`src/design/cbe_pkg.sv`:
```
// Package for the byte-offset encoder: shared widths, constants and the record type
// that carries one encoded pixel from the encoder to the serializer. No dependencies.
package cbe_pkg;

    localparam int PIXEL_W  = 32;
    localparam int FP_W     = 25;
    localparam int COUNT_W  = 27;
    localparam int NBYTES_W = 3;
    localparam int MAX_BYTES = 7;
    localparam int APB_AW   = 3;
    localparam int APB_DW   = 32;

    localparam logic signed [PIXEL_W-1:0] BYTE_LIMIT = 32'sd127;
    localparam logic signed [PIXEL_W-1:0] WORD_LIMIT = 32'sd32767;
    localparam logic [7:0]  ESC_BYTE = 8'h80;
    localparam logic [15:0] ESC_WORD = 16'h8000;

    localparam logic [NBYTES_W-1:0] LEN_SHORT = 3'd1;
    localparam logic [NBYTES_W-1:0] LEN_MID   = 3'd3;
    localparam logic [NBYTES_W-1:0] LEN_WIDE  = 3'd7;

    localparam logic [FP_W-1:0] FRAME_PIXELS_RST = 25'd1048576;

    localparam logic REG_FRAME_PIXELS = 1'b0;

    typedef struct packed {
        logic [MAX_BYTES-1:0][7:0] bytes;
        logic [NBYTES_W-1:0]       nbytes;
        logic                      byte_valid;
        logic                      done;
        logic                      aborted;
        logic [COUNT_W-1:0]        base;
    } t_pixel_rec;

endpackage

```
`src/design/cbf_byte_offset_encoder.sv`:
```
// Top level of the byte-offset encoder: configuration register, encoder and serializer.
// Depends on cbe_pkg, cbe_encoder and cbe_serializer.
//
// Usage: signed 32-bit pixels enter on the input channel (i_valid, o_stall, i_pixel)
// in raster order. Each pixel leaves as one to seven items on the output channel
// (o_valid, i_stall and the result fields), one encoded byte per item: one byte for a
// small difference, three for a 16-bit escape and seven for a 32-bit escape. Once a
// frame is aborted, each further pixel of that frame gives one empty item.
// The frame length is set through the APB register at address 0 while the block idles;
// the block does not enforce this, the user must. A pixel's first item passes through
// the record register and then the output register. One item per cycle goes out while
// the receiver does not stall, set by the single output register; a pixel with several
// items holds the input until its last item is taken, so short differences run at one
// pixel per cycle. A pixel is taken while the previous pixel's last item is being sent.
// Reset clears the frame state and the pending items and restores the default frame
// length; o_stall is high while reset is held. When the receiver stalls, the current
// item holds steady and o_stall rises once the pending pixel has nowhere to go.
module cbf_byte_offset_encoder
    import cbe_pkg::*;
(
    input  logic               i_clk,
    input  logic               i_rst_n,
    input  logic               i_valid,
    output logic               o_stall,
    input  logic [PIXEL_W-1:0] i_pixel,
    output logic               o_valid,
    input  logic               i_stall,
    output logic [7:0]         o_out_byte,
    output logic               o_byte_valid,
    output logic               o_last_of_pixel,
    output logic               o_frame_done,
    output logic               o_frame_aborted,
    output logic [COUNT_W-1:0] o_byte_count,
    input  logic               psel,
    input  logic               penable,
    input  logic               pwrite,
    input  logic [APB_AW-1:0]  paddr,
    input  logic [APB_DW-1:0]  pwdata,
    output logic [APB_DW-1:0]  prdata,
    output logic               pready
);

    logic [FP_W-1:0] r_frame_pixels;
    logic            rec_free;
    logic            accept;
    t_pixel_rec      rec;

    assign pready  = 1'b1;
    assign o_stall = !rec_free || !i_rst_n;
    assign accept  = i_valid && !o_stall;

    always_ff @(posedge i_clk) begin
        if (!i_rst_n) begin
            r_frame_pixels <= FRAME_PIXELS_RST;
        end else if (psel && penable && pwrite && pready
                     && (paddr[2] == REG_FRAME_PIXELS)) begin
            r_frame_pixels <= pwdata[FP_W-1:0];
        end
    end

    always_comb begin
        if (paddr[2] == REG_FRAME_PIXELS) begin
            prdata = APB_DW'(r_frame_pixels);
        end else begin
            prdata = '0;
        end
    end

    cbe_encoder u_encoder (
        .i_clk          (i_clk),
        .i_rst_n        (i_rst_n),
        .i_accept       (accept),
        .i_pixel        (i_pixel),
        .i_frame_pixels (r_frame_pixels),
        .o_rec          (rec)
    );

    cbe_serializer u_serializer (
        .i_clk           (i_clk),
        .i_rst_n         (i_rst_n),
        .i_load          (accept),
        .i_rec           (rec),
        .o_free          (rec_free),
        .o_valid         (o_valid),
        .i_stall         (i_stall),
        .o_out_byte      (o_out_byte),
        .o_byte_valid    (o_byte_valid),
        .o_last_of_pixel (o_last_of_pixel),
        .o_frame_done    (o_frame_done),
        .o_frame_aborted (o_frame_aborted),
        .o_byte_count    (o_byte_count)
    );

endmodule

```
`src/design/cbe_encoder.sv`:
```
// Frame state and per-pixel encoding: builds the record of all bytes for one pixel.
// Depends on cbe_pkg.
module cbe_encoder
    import cbe_pkg::*;
(
    input  logic               i_clk,
    input  logic               i_rst_n,
    input  logic               i_accept,
    input  logic [PIXEL_W-1:0] i_pixel,
    input  logic [FP_W-1:0]    i_frame_pixels,
    output t_pixel_rec         o_rec
);

    logic [PIXEL_W-1:0] r_prev, n_prev;
    logic [FP_W-1:0]    r_cnt, n_cnt;
    logic [FP_W-1:0]    r_esc, n_esc;
    logic               r_abort, n_abort;
    logic [COUNT_W-1:0] r_total, n_total;

    logic [PIXEL_W-1:0]        diff;
    logic signed [PIXEL_W-1:0] sdiff;
    logic                      fits_byte;
    logic                      fits_word;
    logic [FP_W-1:0]           cnt_inc;
    logic [FP_W-1:0]           esc_inc;
    logic                      done;

    always_comb begin
        diff      = i_pixel - r_prev;
        sdiff     = $signed(diff);
        fits_byte = (sdiff >= -BYTE_LIMIT) && (sdiff <= BYTE_LIMIT);
        fits_word = (sdiff >= -WORD_LIMIT) && (sdiff <= WORD_LIMIT);
        cnt_inc   = r_cnt + 25'd1;
        esc_inc   = r_esc + 25'd1;
        done      = (cnt_inc == i_frame_pixels);

        o_rec            = '0;
        o_rec.done       = done;
        o_rec.base       = r_total;
        n_prev           = r_prev;
        n_esc            = r_esc;
        n_abort          = r_abort;
        n_total          = r_total;
        n_cnt            = cnt_inc;

        if (r_abort) begin
            o_rec.nbytes     = LEN_SHORT;
            o_rec.byte_valid = 1'b0;
            o_rec.aborted    = 1'b1;
        end else begin
            o_rec.byte_valid = 1'b1;
            n_prev           = i_pixel;
            if (fits_byte) begin
                o_rec.nbytes   = LEN_SHORT;
                o_rec.bytes[0] = diff[7:0];
            end else if (fits_word) begin
                o_rec.nbytes   = LEN_MID;
                o_rec.bytes[0] = ESC_BYTE;
                o_rec.bytes[1] = diff[7:0];
                o_rec.bytes[2] = diff[15:8];
            end else begin
                o_rec.nbytes   = LEN_WIDE;
                o_rec.bytes[0] = ESC_BYTE;
                o_rec.bytes[1] = ESC_WORD[7:0];
                o_rec.bytes[2] = ESC_WORD[15:8];
                o_rec.bytes[3] = diff[7:0];
                o_rec.bytes[4] = diff[15:8];
                o_rec.bytes[5] = diff[23:16];
                o_rec.bytes[6] = diff[31:24];
                n_esc          = esc_inc;
                if (esc_inc > (i_frame_pixels >> 2)) begin
                    n_abort = 1'b1;
                end
            end
            o_rec.aborted = n_abort;
            n_total       = r_total + COUNT_W'(o_rec.nbytes);
        end

        if (done) begin
            n_prev  = '0;
            n_cnt   = '0;
            n_esc   = '0;
            n_abort = 1'b0;
            n_total = '0;
        end
    end

    always_ff @(posedge i_clk) begin
        if (!i_rst_n) begin
            r_prev  <= '0;
            r_cnt   <= '0;
            r_esc   <= '0;
            r_abort <= 1'b0;
            r_total <= '0;
        end else if (i_accept) begin
            r_prev  <= n_prev;
            r_cnt   <= n_cnt;
            r_esc   <= n_esc;
            r_abort <= n_abort;
            r_total <= n_total;
        end
    end

endmodule

```
`src/design/cbe_serializer.sv`:
```
// Holds one encoded pixel and sends its bytes one item per cycle through the output
// register while the receiver does not stall. Depends on cbe_pkg.
module cbe_serializer
    import cbe_pkg::*;
(
    input  logic               i_clk,
    input  logic               i_rst_n,
    input  logic               i_load,
    input  t_pixel_rec         i_rec,
    output logic               o_free,
    output logic               o_valid,
    input  logic               i_stall,
    output logic [7:0]         o_out_byte,
    output logic               o_byte_valid,
    output logic               o_last_of_pixel,
    output logic               o_frame_done,
    output logic               o_frame_aborted,
    output logic [COUNT_W-1:0] o_byte_count
);

    t_pixel_rec          r_rec;
    logic                r_rec_valid;
    logic [NBYTES_W-1:0] r_idx;
    logic                r_out_valid;
    logic [7:0]          r_byte;
    logic                r_bvalid;
    logic                r_last;
    logic                r_done;
    logic                r_aborted;
    logic [COUNT_W-1:0]  r_count;

    logic out_load;
    logic take;
    logic rec_last;

    always_comb begin
        out_load = !r_out_valid || !i_stall;
        take     = out_load && r_rec_valid;
        rec_last = (r_idx == r_rec.nbytes - 3'd1);
        o_free   = !r_rec_valid || (take && rec_last);
    end

    always_ff @(posedge i_clk) begin
        if (!i_rst_n) begin
            r_rec_valid <= 1'b0;
            r_idx       <= '0;
            r_out_valid <= 1'b0;
        end else begin
            if (i_load) begin
                r_rec_valid <= 1'b1;
                r_idx       <= '0;
            end else if (take && rec_last) begin
                r_rec_valid <= 1'b0;
            end else if (take) begin
                r_idx <= r_idx + 3'd1;
            end
            if (out_load) begin
                r_out_valid <= r_rec_valid;
            end
        end
    end

    always_ff @(posedge i_clk) begin
        if (i_load) begin
            r_rec <= i_rec;
        end
        if (take) begin
            r_byte    <= r_rec.bytes[r_idx];
            r_bvalid  <= r_rec.byte_valid;
            r_last    <= rec_last;
            r_done    <= r_rec.done;
            r_aborted <= r_rec.aborted;
            r_count   <= r_rec.byte_valid
                         ? r_rec.base + COUNT_W'(r_idx) + 27'd1
                         : r_rec.base;
        end
    end

    assign o_valid         = r_out_valid;
    assign o_out_byte      = r_byte;
    assign o_byte_valid    = r_bvalid;
    assign o_last_of_pixel = r_last;
    assign o_frame_done    = r_done;
    assign o_frame_aborted = r_aborted;
    assign o_byte_count    = r_count;

endmodule

```
`config.mk`:
```
export PLATFORM = sky130hd
export DESIGN_NAME = cbf_byte_offset_encoder
export DESIGN_NICKNAME = d
export VERILOG_FILES = /design/src/design/cbe_pkg.sv /design/src/design/cbf_byte_offset_encoder.sv /design/src/design/cbe_encoder.sv /design/src/design/cbe_serializer.sv
export SDC_FILE = /design/constraint.sdc
export NUM_CORES = 1
export LEC_CHECK = 0
export BUFFER_PORTS_ARGS = -buffer_cell sky130_fd_sc_hd__buf_2
export CORE_UTILIZATION = 40
export DETAILED_ROUTE_END_ITERATION = 10
export GPL_ROUTABILITY_DRIVEN = 0
export MAX_ROUTING_LAYER = met4
export PLACE_DENSITY_LB_ADDON = 0.1
export SLEW_MARGIN = 20
export SYNTH_ARGS = -nofsm -noshare
export SYNTH_HDL_FRONTEND = slang
export SYNTH_SLANG_ARGS = --single-unit
```
`constraint.sdc`:
```
create_clock -name i_clk -period 5 [get_ports i_clk]
set_input_delay 0.25 -clock i_clk [delete_from_list [all_inputs] [get_ports i_clk]]
set_output_delay 0.25 -clock i_clk [all_outputs]
set_load 0.05 [all_outputs]
```
==> reports/results.ini, run 1 <==
[status]
status = finished, final reports clean

[die]
ios = 148
coreArea_mm2 = 0.03767
die_h_um = 197.7
start_util_pct = 40.66
fp-row-count = 71
dieArea_mm2 = 0.03907
fp.dieW_um = 197.7

[clocking]
numClockSinks = 267
htreeDepth = 1
cts_tree = built
clockBufferDepth = 3
clk_pin_slew_worst_paths_ns = 0.06
root_buffer = clkbuf_16
clock_latency_ns = 0.59
numCtsBuffers = 31

[routing]
final_antenna_net_count = 0
drc = 0
firstDrtPassIters = 5
vias = 12990
wirelength_um = 40320
via_per_inst = 5.304
wl_per_cell_um = 16.46
dr.first_iter.drc_count = 762

[worst_setup_path]
critPathLaunchType = flop
end_kind = flop
worstPathRequired_ns = 5.51
path_class = flop to flop
reg2reg_from = u_encoder.r_prev[0]
rr_endpoint = u_encoder.r_total[15]
crit_path_start = u_encoder.r_prev[0]
crit_fanout = 11
crit_end = u_encoder.r_total[15]
reg2regPathDepth = 18
crit_arrival_ns = 5.37
r2r_slack_ns = 0.14

[finish]
fin_util_pct = 50.44
syn_to_final_growth_pct = 24.07
nets = 2052
diodes = 0
drive_above_1_share_pct = 19.19

[logic_synthesis]
synth_area_mm2 = 0.01531
synth-edff-count = 127
synth_cell_type_count = 82
async_reset_ff_share_pct = 0
syn_area_per_cell_um2 = 9.164
syn_inst = 1671
synth-seq-area-share_pct = 43.21
yosys_warnings = 0
synth_seq_cells = 267
synthFlopType = dfxtp_1

[sta]
finalCritPeriodShare_pct = 97.12
rsz0062_at_grt = yes
drv_slew = 0
setup_viol = 0
fmax_mhz = 205.9
tightest_slew_ns = 1.051
setup-tns-final_ns = 0
finalHoldViolCount = 0
period_needed_ns = 4.856
fin_skew_ns = 0.01854
hold_slack_ns = 0.2774
relSlewSlack_pct = 29.53

[run]
cap_violations = 0

[placement]
portBuffers = 130
hpwlAfterDp_um = 29220

[pwr]
ir_drop_v = 0.0002831
power.density_mw_per_mm2 = 300.4
leakage_nw = 7.135
finalPower_mw = 5.707

[grt]
grt_overflow = 0
grt_pass1_wl_um = 64000
grt_pass1_vias = 12180
grt_start_max_net_pins = 95
track_usage_pct = 20.97
antenna_found_initial = 0

[min_path]
hold_depth = 3
hp-start = i_rst_n
hold_class = input port to flop

kinds of logic after synthesis:
| family | synth area share, % |
|---|---|
| xor+xnor | 5.834 |
| flops | 43.21 |
| buf+inv | 5.172 |
| mux | 2.255 |
| compound gates | 17.03 |
| other cells | 0.04904 |
| simple gates | 20.95 |
| fa+ha+maj | 5.507 |
cell usage after synthesis (all sizes together), types with 5 or more instances:
| cell type | count | area share [%] |
|---|---|---|
| mux2i | 12 | 0.78 |
| o21a | 15 | 0.74 |
| o21ai | 84 | 2.8 |
| buf | 35 | 1.5 |
| and3 | 28 | 1.1 |
| o22ai | 5 | 0.20 |
| or2 | 7 | 0.29 |
| a22oi | 35 | 1.7 |
| nand4 | 34 | 1.4 |
| a31oi | 8 | 0.33 |
| a22o | 12 | 0.69 |
| xor2 | 37 | 2.1 |
| dfxtp | 140 | 18 |
| inv | 88 | 2.2 |
| o31ai | 19 | 0.96 |
| a21oi | 102 | 3.3 |
| nor2 | 146 | 3.6 |
| nor2b | 56 | 2.3 |
| a21boi | 29 | 1.5 |
| a21o | 30 | 1.5 |
| mux4 | 8 | 1.2 |
| nor3 | 36 | 1.2 |
| o211ai | 9 | 0.44 |
| and2 | 15 | 0.61 |
| nor4 | 15 | 0.75 |
| a211oi | 7 | 0.34 |
| nand4b | 5 | 0.29 |
| ha | 61 | 5.0 |
| or3 | 16 | 0.66 |
| nand2b | 12 | 0.49 |
| a221o | 12 | 0.78 |
| nand2 | 157 | 3.8 |
| nor4b | 5 | 0.29 |
| clkbuf | 61 | 1.5 |
| edfxtp | 127 | 25 |
| and4 | 13 | 0.74 |
| xnor2 | 65 | 3.7 |
| nand3 | 57 | 1.9 |
| or4 | 20 | 0.98 |
registers in the layout, summed over array words and instances, names as in the netlist:
signal	flops
u_serializer.o_out_byte	8
u_encoder.r_total	27
u_serializer.r_rec_valid	1
u_serializer.o_valid	1
u_encoder.r_cnt	25
u_encoder.r_esc	25
r_frame_pixels	25
u_serializer.r_idx	3
u_serializer.o_frame_done	1
u_encoder.r_prev	32
u_encoder.r_abort	1
u_serializer.o_last_of_pixel	1
u_serializer.o_byte_count	27
u_serializer.r_rec	88
u_serializer.o_byte_valid	1
u_serializer.o_frame_aborted	1
worst min path at each step:
stage	to	slack, ns
final	r_frame_pixels[20]	0.28
after global routing	r_frame_pixels[20]	0.33
after CTS	r_frame_pixels[20]	0.27
after detailed placement	u_serializer.r_rec[26]	0.45
after global placement	u_serializer.r_rec[26]	0.43
after floorplan	r_frame_pixels[20]	0.39
power breakdown:
group / switching (mW) / internal (mW)
Combinational: 0.598 / 0.411
Clock: 0.936 / 1.34
Sequential: 0.0391 / 2.38
layout by cell type, fill, tap and decap left out, types with 13 or more instances in the layout:
| cell type | instances |
|---|---|
| nor2_1 | 143 |
| nand2_1 | 156 |
| xor2_1 | 37 |
| a21o_1 | 30 |
| o21a_1 | 15 |
| and2_1 | 13 |
| nor2b_1 | 54 |
| o21ai_0 | 74 |
| a21boi_0 | 25 |
| dfxtp_1 | 140 |
| or3_1 | 15 |
| and3_1 | 27 |
| edfxtp_1 | 127 |
| or4_1 | 15 |
| nor4_1 | 13 |
| inv_1 | 87 |
| clkbuf_16 | 32 |
| nand3_1 | 55 |
| buf_4 | 106 |
| xnor2_1 | 65 |
| a21oi_1 | 91 |
| ha_1 | 53 |
| buf_2 | 130 |
| dlygate4sd3_1 | 59 |
| a22oi_1 | 35 |
| o31ai_1 | 18 |
| nor3_1 | 35 |
| nand4_1 | 34 |
final cells by class:
type                            count  area [um2]
Clock inverter                     14       163.9
Multi-Input combinational cell   1226        8265
Fill cell                        3616       18670
Tap cell                          511       639.4
Sequential cell                   267        6616
Clock buffer                       44       848.3
Timing Repair Buffer              300        2133
Inverter                           88       332.8
metal layers:
metal / wire length, um / GRT usage (%) / up-vias
met4: 847 / 5.340 / 0
met1: 19650 / 28.68 / 6196
met5: 0 / - / -
met3: 1278 / 2.442 / 56
met2: 18550 / 32.94 / 212
li1: - / - / 6530
critical path, cell delays in order, from the launching register on:
cell and delay, ns:
dfxtp_1 0.34, ha_4 0.18, fa_2 0.36, nor2b_4 0.17
o2111ai_4 0.14, a21boi_4 0.22, or4_1 0.14, nand4_1 0.13
or4_4 0.56, or4b_4 0.56, nor4_4 0.16, and4_4 0.27
nor2_2 0.05, ha_1 0.29, a21oi_1 0.07, maj3_2 0.35
buf_12 0.15, or4_1 0.46, a21oi_1 0.14
per-stage QoR:
step | worst slack (ns) | cells | area, um2
floorplan | 0.1089 | 1677 | 15340
global placement | -0.1899 | 2322 | 16970
detailed placement | -0.2589 | 2322 | 16970
CTS | 0.03564 | 2441 | 18650
global route | -0.04059 | 2450 | 19000
finish | 0.1441 | 2450 | 19000
what timing repair did:
item / in CTS / in global routing
buffers inserted: 2 / 8
gates resized for setup: 14 / 53
setup endpoints to repair: 11 / 23
gates cloned: 0 / 1
pin swaps: 4 / 17
hold buffers: 59 / 0
hold endpoints to repair: 59 / 0
Power figures use the tool's default switching activity.
==> run 2: changes to the inputs <==
- RECOVER_POWER: not set -> 25
- clock period: 5 -> 5.3 ns (I/O delays scaled with it)
==> reports/results.ini, run 2 (synthesis gave the netlist of run 1 again) <==
[status]
status = finished with violations
violations = capacitance limit, slew limit

[die]
die_h_um = 197.7  ; unchanged
fp-row-count = 71  ; unchanged
ios = 148  ; unchanged
start_util_pct = 40.66  ; unchanged
coreArea_mm2 = 0.03767  ; unchanged
dieArea_mm2 = 0.03907  ; unchanged
fp.dieW_um = 197.7  ; unchanged

[sta]
fmax_mhz = 197.7
drv_slew = 41  ; +41
setup_viol = 0  ; unchanged
fin_skew_ns = 0.02377  ; +0.005232 ns
finalHoldViolCount = 0  ; unchanged
hold_slack_ns = 0.2897  ; +0.01238 ns
tightest_slew_ns = 2.690  ; +1.638 ns
rsz0062_at_grt = no
layout_setup_ws_ns = 0.2423  ; +0.09814 ns
relSlewSlack_pct = -79.42  ; -110 points
setup-tns-final_ns = 0  ; unchanged
finalCritPeriodShare_pct = 95.43
period_needed_ns = 5.058

[finish]
final_common_cell = nand2_1
nets = 1997  ; -2.7%
drive_above_1_share_pct = 13.33  ; -5.9 points
fin_util_pct = 48.68  ; -1.8 points
top_regs = u_serializer.r_rec (88), u_encoder.r_prev (32)
diodes = 0  ; unchanged
largest_register_ffs = 88  ; unchanged
largest_register = u_serializer.r_rec
syn_to_final_growth_pct = 19.73
final_cells = 2394  ; -2.3%
post-route-cell-area_mm2 = 0.01834  ; -3.5%
final_cell_mix = nand2_1, nor2_1, dfxtp_1, edfxtp_1, a21oi_1

[pwr]
ir_drop_v = 0.0002548  ; -10%
leakage_nw = 6.711  ; -5.9%
finalPower_mw = 5.384  ; -5.7%
power.density_mw_per_mm2 = 293.7  ; -2.2%

[worst_setup_path]
critPathLaunchType = input port
end_kind = flop
r2r_slack_ns = 0.26  ; +0.12 ns
path_class = input port to flop
reg2regPathDepth = 19  ; +1
rr_endpoint = u_encoder.r_total[15]
crit_arrival_ns = 5.58  ; +0.21 ns
crit_fanout = 22  ; +11
reg2reg_from = u_encoder.r_prev[14]
worstPathRequired_ns = 5.83  ; +0.32 ns

[routing]
final_antenna_net_count = 0  ; unchanged
dr.first_iter.drc_count = 896  ; +18%
vias = 12840  ; -1.2%
via_per_inst = 5.363  ; +1.1%
wl_per_cell_um = 16.68  ; +1.3%
wirelength_um = 39930  ; -0.97%
firstDrtPassIters = 5  ; unchanged
drc = 0  ; unchanged

[min_path]
hold_depth = 3  ; unchanged
hp-start = i_rst_n
hold_path_end = r_frame_pixels[20]
hold_class = input port to flop

[clocking]
numCtsBuffers = 30  ; -3.2%
htreeDepth = 1  ; unchanged
cts_tree = built
clock_latency_ns = 0.60  ; about the same
numClockSinks = 267  ; unchanged
root_buffer = clkbuf_16
clk_pin_slew_worst_paths_ns = 0.06  ; about the same
clockBufferDepth = 3  ; unchanged

[placement]
portBuffers = 130  ; unchanged
placed_cells = 2273  ; -2.1%
hpwlAfterDp_um = 28800  ; -1.5%
place_ws_ns = 0.002100  ; +0.2610 ns
place_area_mm2 = 0.01658  ; -2.3%

[grt]
grt_pass1_wl_um = 63160  ; -1.3%
grt_overflow = 0  ; unchanged
track_usage_pct = 20.74  ; -0.23 points
grt_start_max_net_pins = 72  ; -24%
grt_pass1_vias = 11870  ; -2.6%
antenna_found_initial = 0  ; unchanged

[run]
cap_violations = 1  ; +1

-- run 2: worst max-delay path by stage --
stage                          startpoint  slack [ns]                     to  cells after the start
floorplan           u_serializer.r_idx[1]        0.19    u_encoder.r_esc[15]                     11
global placement               i_pixel[1]        0.08  u_encoder.r_total[13]                     18
detailed placement             i_pixel[1]       0.002  u_encoder.r_total[23]                     18
CTS                   u_encoder.r_prev[1]        0.02   u_encoder.r_total[5]                     18
global route         u_encoder.r_prev[14]       0.002   u_encoder.r_total[5]                     19
finish                        i_pixel[14]        0.24  u_encoder.r_total[15]                     20
-- run 2: layout make-up --
| type | count | area [um2] |
|---|---|---|
| Timing Repair Buffer | 246 | 1625 |
| Clock buffer | 38 | 820.8 |
| Multi-Input combinational cell | 1226 | 8043 |
| Sequential cell | 267 | 6618 |
| Tap cell | 511 | 639.4 |
| Clock inverter | 18 | 256.5 |
| Inverter | 88 | 332.8 |
| Fill cell | 3635 | 19330 |
-- run 2: where the power goes --
group	switching [mW]	internal, mW	leakage [nW]
clock	0.897	1.35	0.509
sequential	0.0430	2.25	2.30
combinational	0.533	0.315	3.90
-- run 2: per-layer routing --
| metal | GRT usage [%] | routed length [um] | up-vias |
|---|---|---|---|
| li1 | - | - | 6399 |
| met1 | 28.42 | 19400 | 6124 |
| met2 | 32.25 | 17910 | 242 |
| met3 | 2.373 | 1552 | 73 |
| met4 | 5.914 | 1070 | 0 |
| met5 | - | 0 | - |
-- run 2: worst max-delay path, cell delays in order --
cell and delay, ns:
dlygate4sd3_1 0.53, buf_2 0.14, ha_1 0.32, a21oi_1 0.34, o211ai_1 0.18, a21oi_2 0.29, mux2_2 0.38, a311o_1 0.33
buf_4 0.16, nor2_1 0.09, or4b_4 0.49, nor4_4 0.15, and4_1 0.25, nor2_1 0.08, ha_1 0.29, a21oi_1 0.07
maj3_1 0.42, buf_12 0.18, or4_1 0.47, a21oi_1 0.15
-- run 2: what timing repair did --
| item | CTS | global route |
|---|---|---|
| buffers inserted | 0 | 5 |
| hold buffers | 59 | 0 |
| setup endpoints to repair | 0 | 45 |
| endpoints found under the hold margin | 59 | 0 |
| gates resized for setup | 0 | 28 |
==> run 3: changes to the inputs <==
- ABC_CLOCK_PERIOD_IN_PS: not set -> 5300
- CORE_ASPECT_RATIO: not set -> 1.4
==> reports/results.ini, run 3 (synthesis gave the netlist of run 1 again) <==
[worst_setup_path]
crit_fanout = 22  ; unchanged
path_class = input port to flop
worstPathRequired_ns = 5.80  ; -0.03 ns
crit_top_cell = a21oi_1
r2r_slack_ns = 0.14  ; -0.12 ns
worst-path-buf-inv = 4  ; unchanged
crit_path_start = i_pixel[17]
cp_num_cells = 20  ; unchanged
worst_path_max_delay_cell = or4b_4
crit_family = simple AND/OR/NAND/NOR gates
crit_arrival_ns = 5.68  ; +0.10 ns
end_kind = flop
critPathLaunchType = input port
slowest_delay_ns = 0.56  ; +0.03 ns
rr_endpoint = u_encoder.r_total[19]
path_cells = dlygate4sd3_1 -> buf_2 -> ha_1 -> buf_4 -> a21oi_1 -> o21a_2 -> o21ai_0 -> a21oi_1 -> nand4_1 -> or4_1 -> or4b_4 -> nor4_4 -> and4_4 -> nor2_1 -> ha_1 -> a21oi_1 -> maj3_2 -> buf_12 -> or4_4 -> a21oi_2
crit_end = u_encoder.r_total[19]
reg2regPathDepth = 19  ; unchanged
reg2reg_from = u_encoder.r_prev[17]

[sta]
hold_slack_ns = 0.08553  ; -0.2042 ns
relSlewSlack_pct = -81.79  ; -2.4 points
finalCritPeriodShare_pct = 97.66  ; +2.2 points
finalHoldViolCount = 0  ; unchanged
rsz0062_at_grt = yes
fmax_mhz = 193.2  ; -2.3%
tightest_slew_ns = 2.727  ; +0.03698 ns
setup_viol = 0  ; unchanged
setup-tns-final_ns = 0  ; unchanged
period_needed_ns = 5.176  ; +0.1183 ns
drv_slew = 41  ; unchanged
fin_skew_ns = 0.01448  ; -0.009286 ns

[min_path]
hold_class = input port to flop

[routing]
wirelength_um = 40430  ; +1.3%
wl_per_cell_um = 17.06  ; +2.3%
via_per_inst = 5.444  ; +1.5%
final_antenna_net_count = 0  ; unchanged
firstDrtPassIters = 5  ; unchanged
drc = 0  ; unchanged
dr.first_iter.drc_count = 637  ; -29%
vias = 12900  ; +0.51%

[clocking]
numClockSinks = 267  ; unchanged
cts_setup_buffers = 0  ; unchanged
clk_pin_slew_worst_paths_ns = 0.06  ; about the same
htreeDepth = 1  ; unchanged
cts_tree = built
root_buffer = clkbuf_16
numCtsBuffers = 30  ; unchanged
clock_latency_ns = 0.58  ; -0.02 ns
clockBufferDepth = 3  ; unchanged

[finish]
multi_input_area_mm2 = 0.008124  ; +1.0%
diodes = 0  ; unchanged
regArea_mm2 = 0.006616  ; about the same
fillerInstances = 3623  ; -0.33%
fin_util_pct = 49.13  ; +0.45 points
final_common_cell = nand2_1
top_regs = u_serializer.r_rec (88), u_encoder.r_prev (32)
final_cell_mix = nand2_1, nor2_1, dfxtp_1, edfxtp_1, a21oi_1
largest_register_ffs = 88  ; unchanged
syn_to_final_growth_pct = 20.70
largest_register = u_serializer.r_rec
drive_above_1_share_pct = 14.34  ; +1.0 points
nets = 2011  ; +0.70%

[grt]
grt_pass1_vias = 12710  ; +7.1%
grt_pass1_wl_um = 64260  ; +1.7%
antenna_found_initial = 0  ; unchanged
grt_overflow = 0  ; unchanged
track_usage_pct = 21.05  ; +0.31 points
grt_start_max_net_pins = 72  ; unchanged

[run]
cap_violations = 1  ; unchanged

[placement]
hpwlAfterDp_um = 29560  ; +2.6%
portBuffers = 130  ; unchanged

[die]
ios = 148  ; unchanged
start_util_pct = 40.70  ; +0.043 points
fp-row-count = 84  ; +18%
die_h_um = 233.5  ; +18%
dieArea_mm2 = 0.03908  ; about the same
coreArea_mm2 = 0.03763  ; -0.11%
fp.dieW_um = 167.4  ; -15%

[pwr]
leakage_nw = 6.804  ; +1.4%
ir_drop_v = 0.0002231  ; -12%
power.density_mw_per_mm2 = 292.8  ; -0.28%

[status]
violations = capacitance limit, slew limit
status = finished with violations

run 3: changes by cell type in the layout (fill, tap and decap cells not counted), sizes merged:
cell	change
dlygate4sd3	-1
clkinvlp	-4
bufinv	-1
buf	+8
clkbuf	+11
clkinv	+4
inv	-3
run 3: worst min-delay path by stage:
stage               slack [ns]  cells after the start                           end              startpoint
finish                    0.09                      4           u_encoder.r_prev[1]              i_pixel[1]
global route              0.08                      4           u_encoder.r_prev[1]              i_pixel[1]
CTS                       0.07                      4           u_encoder.r_prev[1]              i_pixel[1]
detailed placement        0.44                      0        u_serializer.r_rec[26]   u_encoder.r_total[26]
global placement          0.43                      0        u_serializer.r_rec[26]   u_encoder.r_total[26]
floorplan                 0.40                      0  u_serializer.o_frame_aborted  u_serializer.r_rec[27]
run 3: layout make-up:
cell class	instances	share of cell area (%)
multi-input combinational	1226	43.95
sequential	267	35.80
timing repair buffer	260	9.321
clock buffer	42	4.921
tap	473	3.202
inverter	88	1.794
clock inverter	14	1.015
run 3: worst register-to-register path, delay by kind of cell (launching register included):
family | cells | cell delay [ns]
fa+ha+maj | 3 | 0.91
compound gates | 6 | 1.00
simple gates | 7 | 2.47
buf+inv | 3 | 0.38
flops | 1 | 0.32
run 3: stage by stage:
stage,setup WS [ns],cell area (um2),power [mW],instances
5_1_grt,-0.01387,18480,5.633,2370
6_report,0.1240,18480,5.413,2370
4_1_cts,0.02488,18360,5.461,2369
2_1_floorplan,0.1894,15340,2.890,1677
3_3_place_gp,0.01605,16680,3.142,2255
3_5_place_dp,-0.07370,16680,3.153,2255
run 3: timing repair:
| item | 4_1_cts | 5_1_grt |
|---|---|---|
| setup endpoints to repair | 1 | 24 |
| cloned | 0 | 1 |
| endpoints found under the hold margin | 58 | 0 |
| hold buffers | 58 | 0 |
| pin swaps | 0 | 12 |
| gates resized for setup | 2 | 45 |
run 3: power by group:
group	total (mW)	internal, mW	switching [mW]
Sequential	2.29	2.25	0.0375
Clock	2.25	1.39	0.861
Combinational	0.873	0.329	0.544
run 3: per-layer routing:
metal  share of wire, %  track usage (%)  wire (um)
met3                3.4            2.135       1377
met5                  0                -          0
met4                3.3            7.970       1351
met1                 41            23.01      16520
met2                 52            39.15      21180
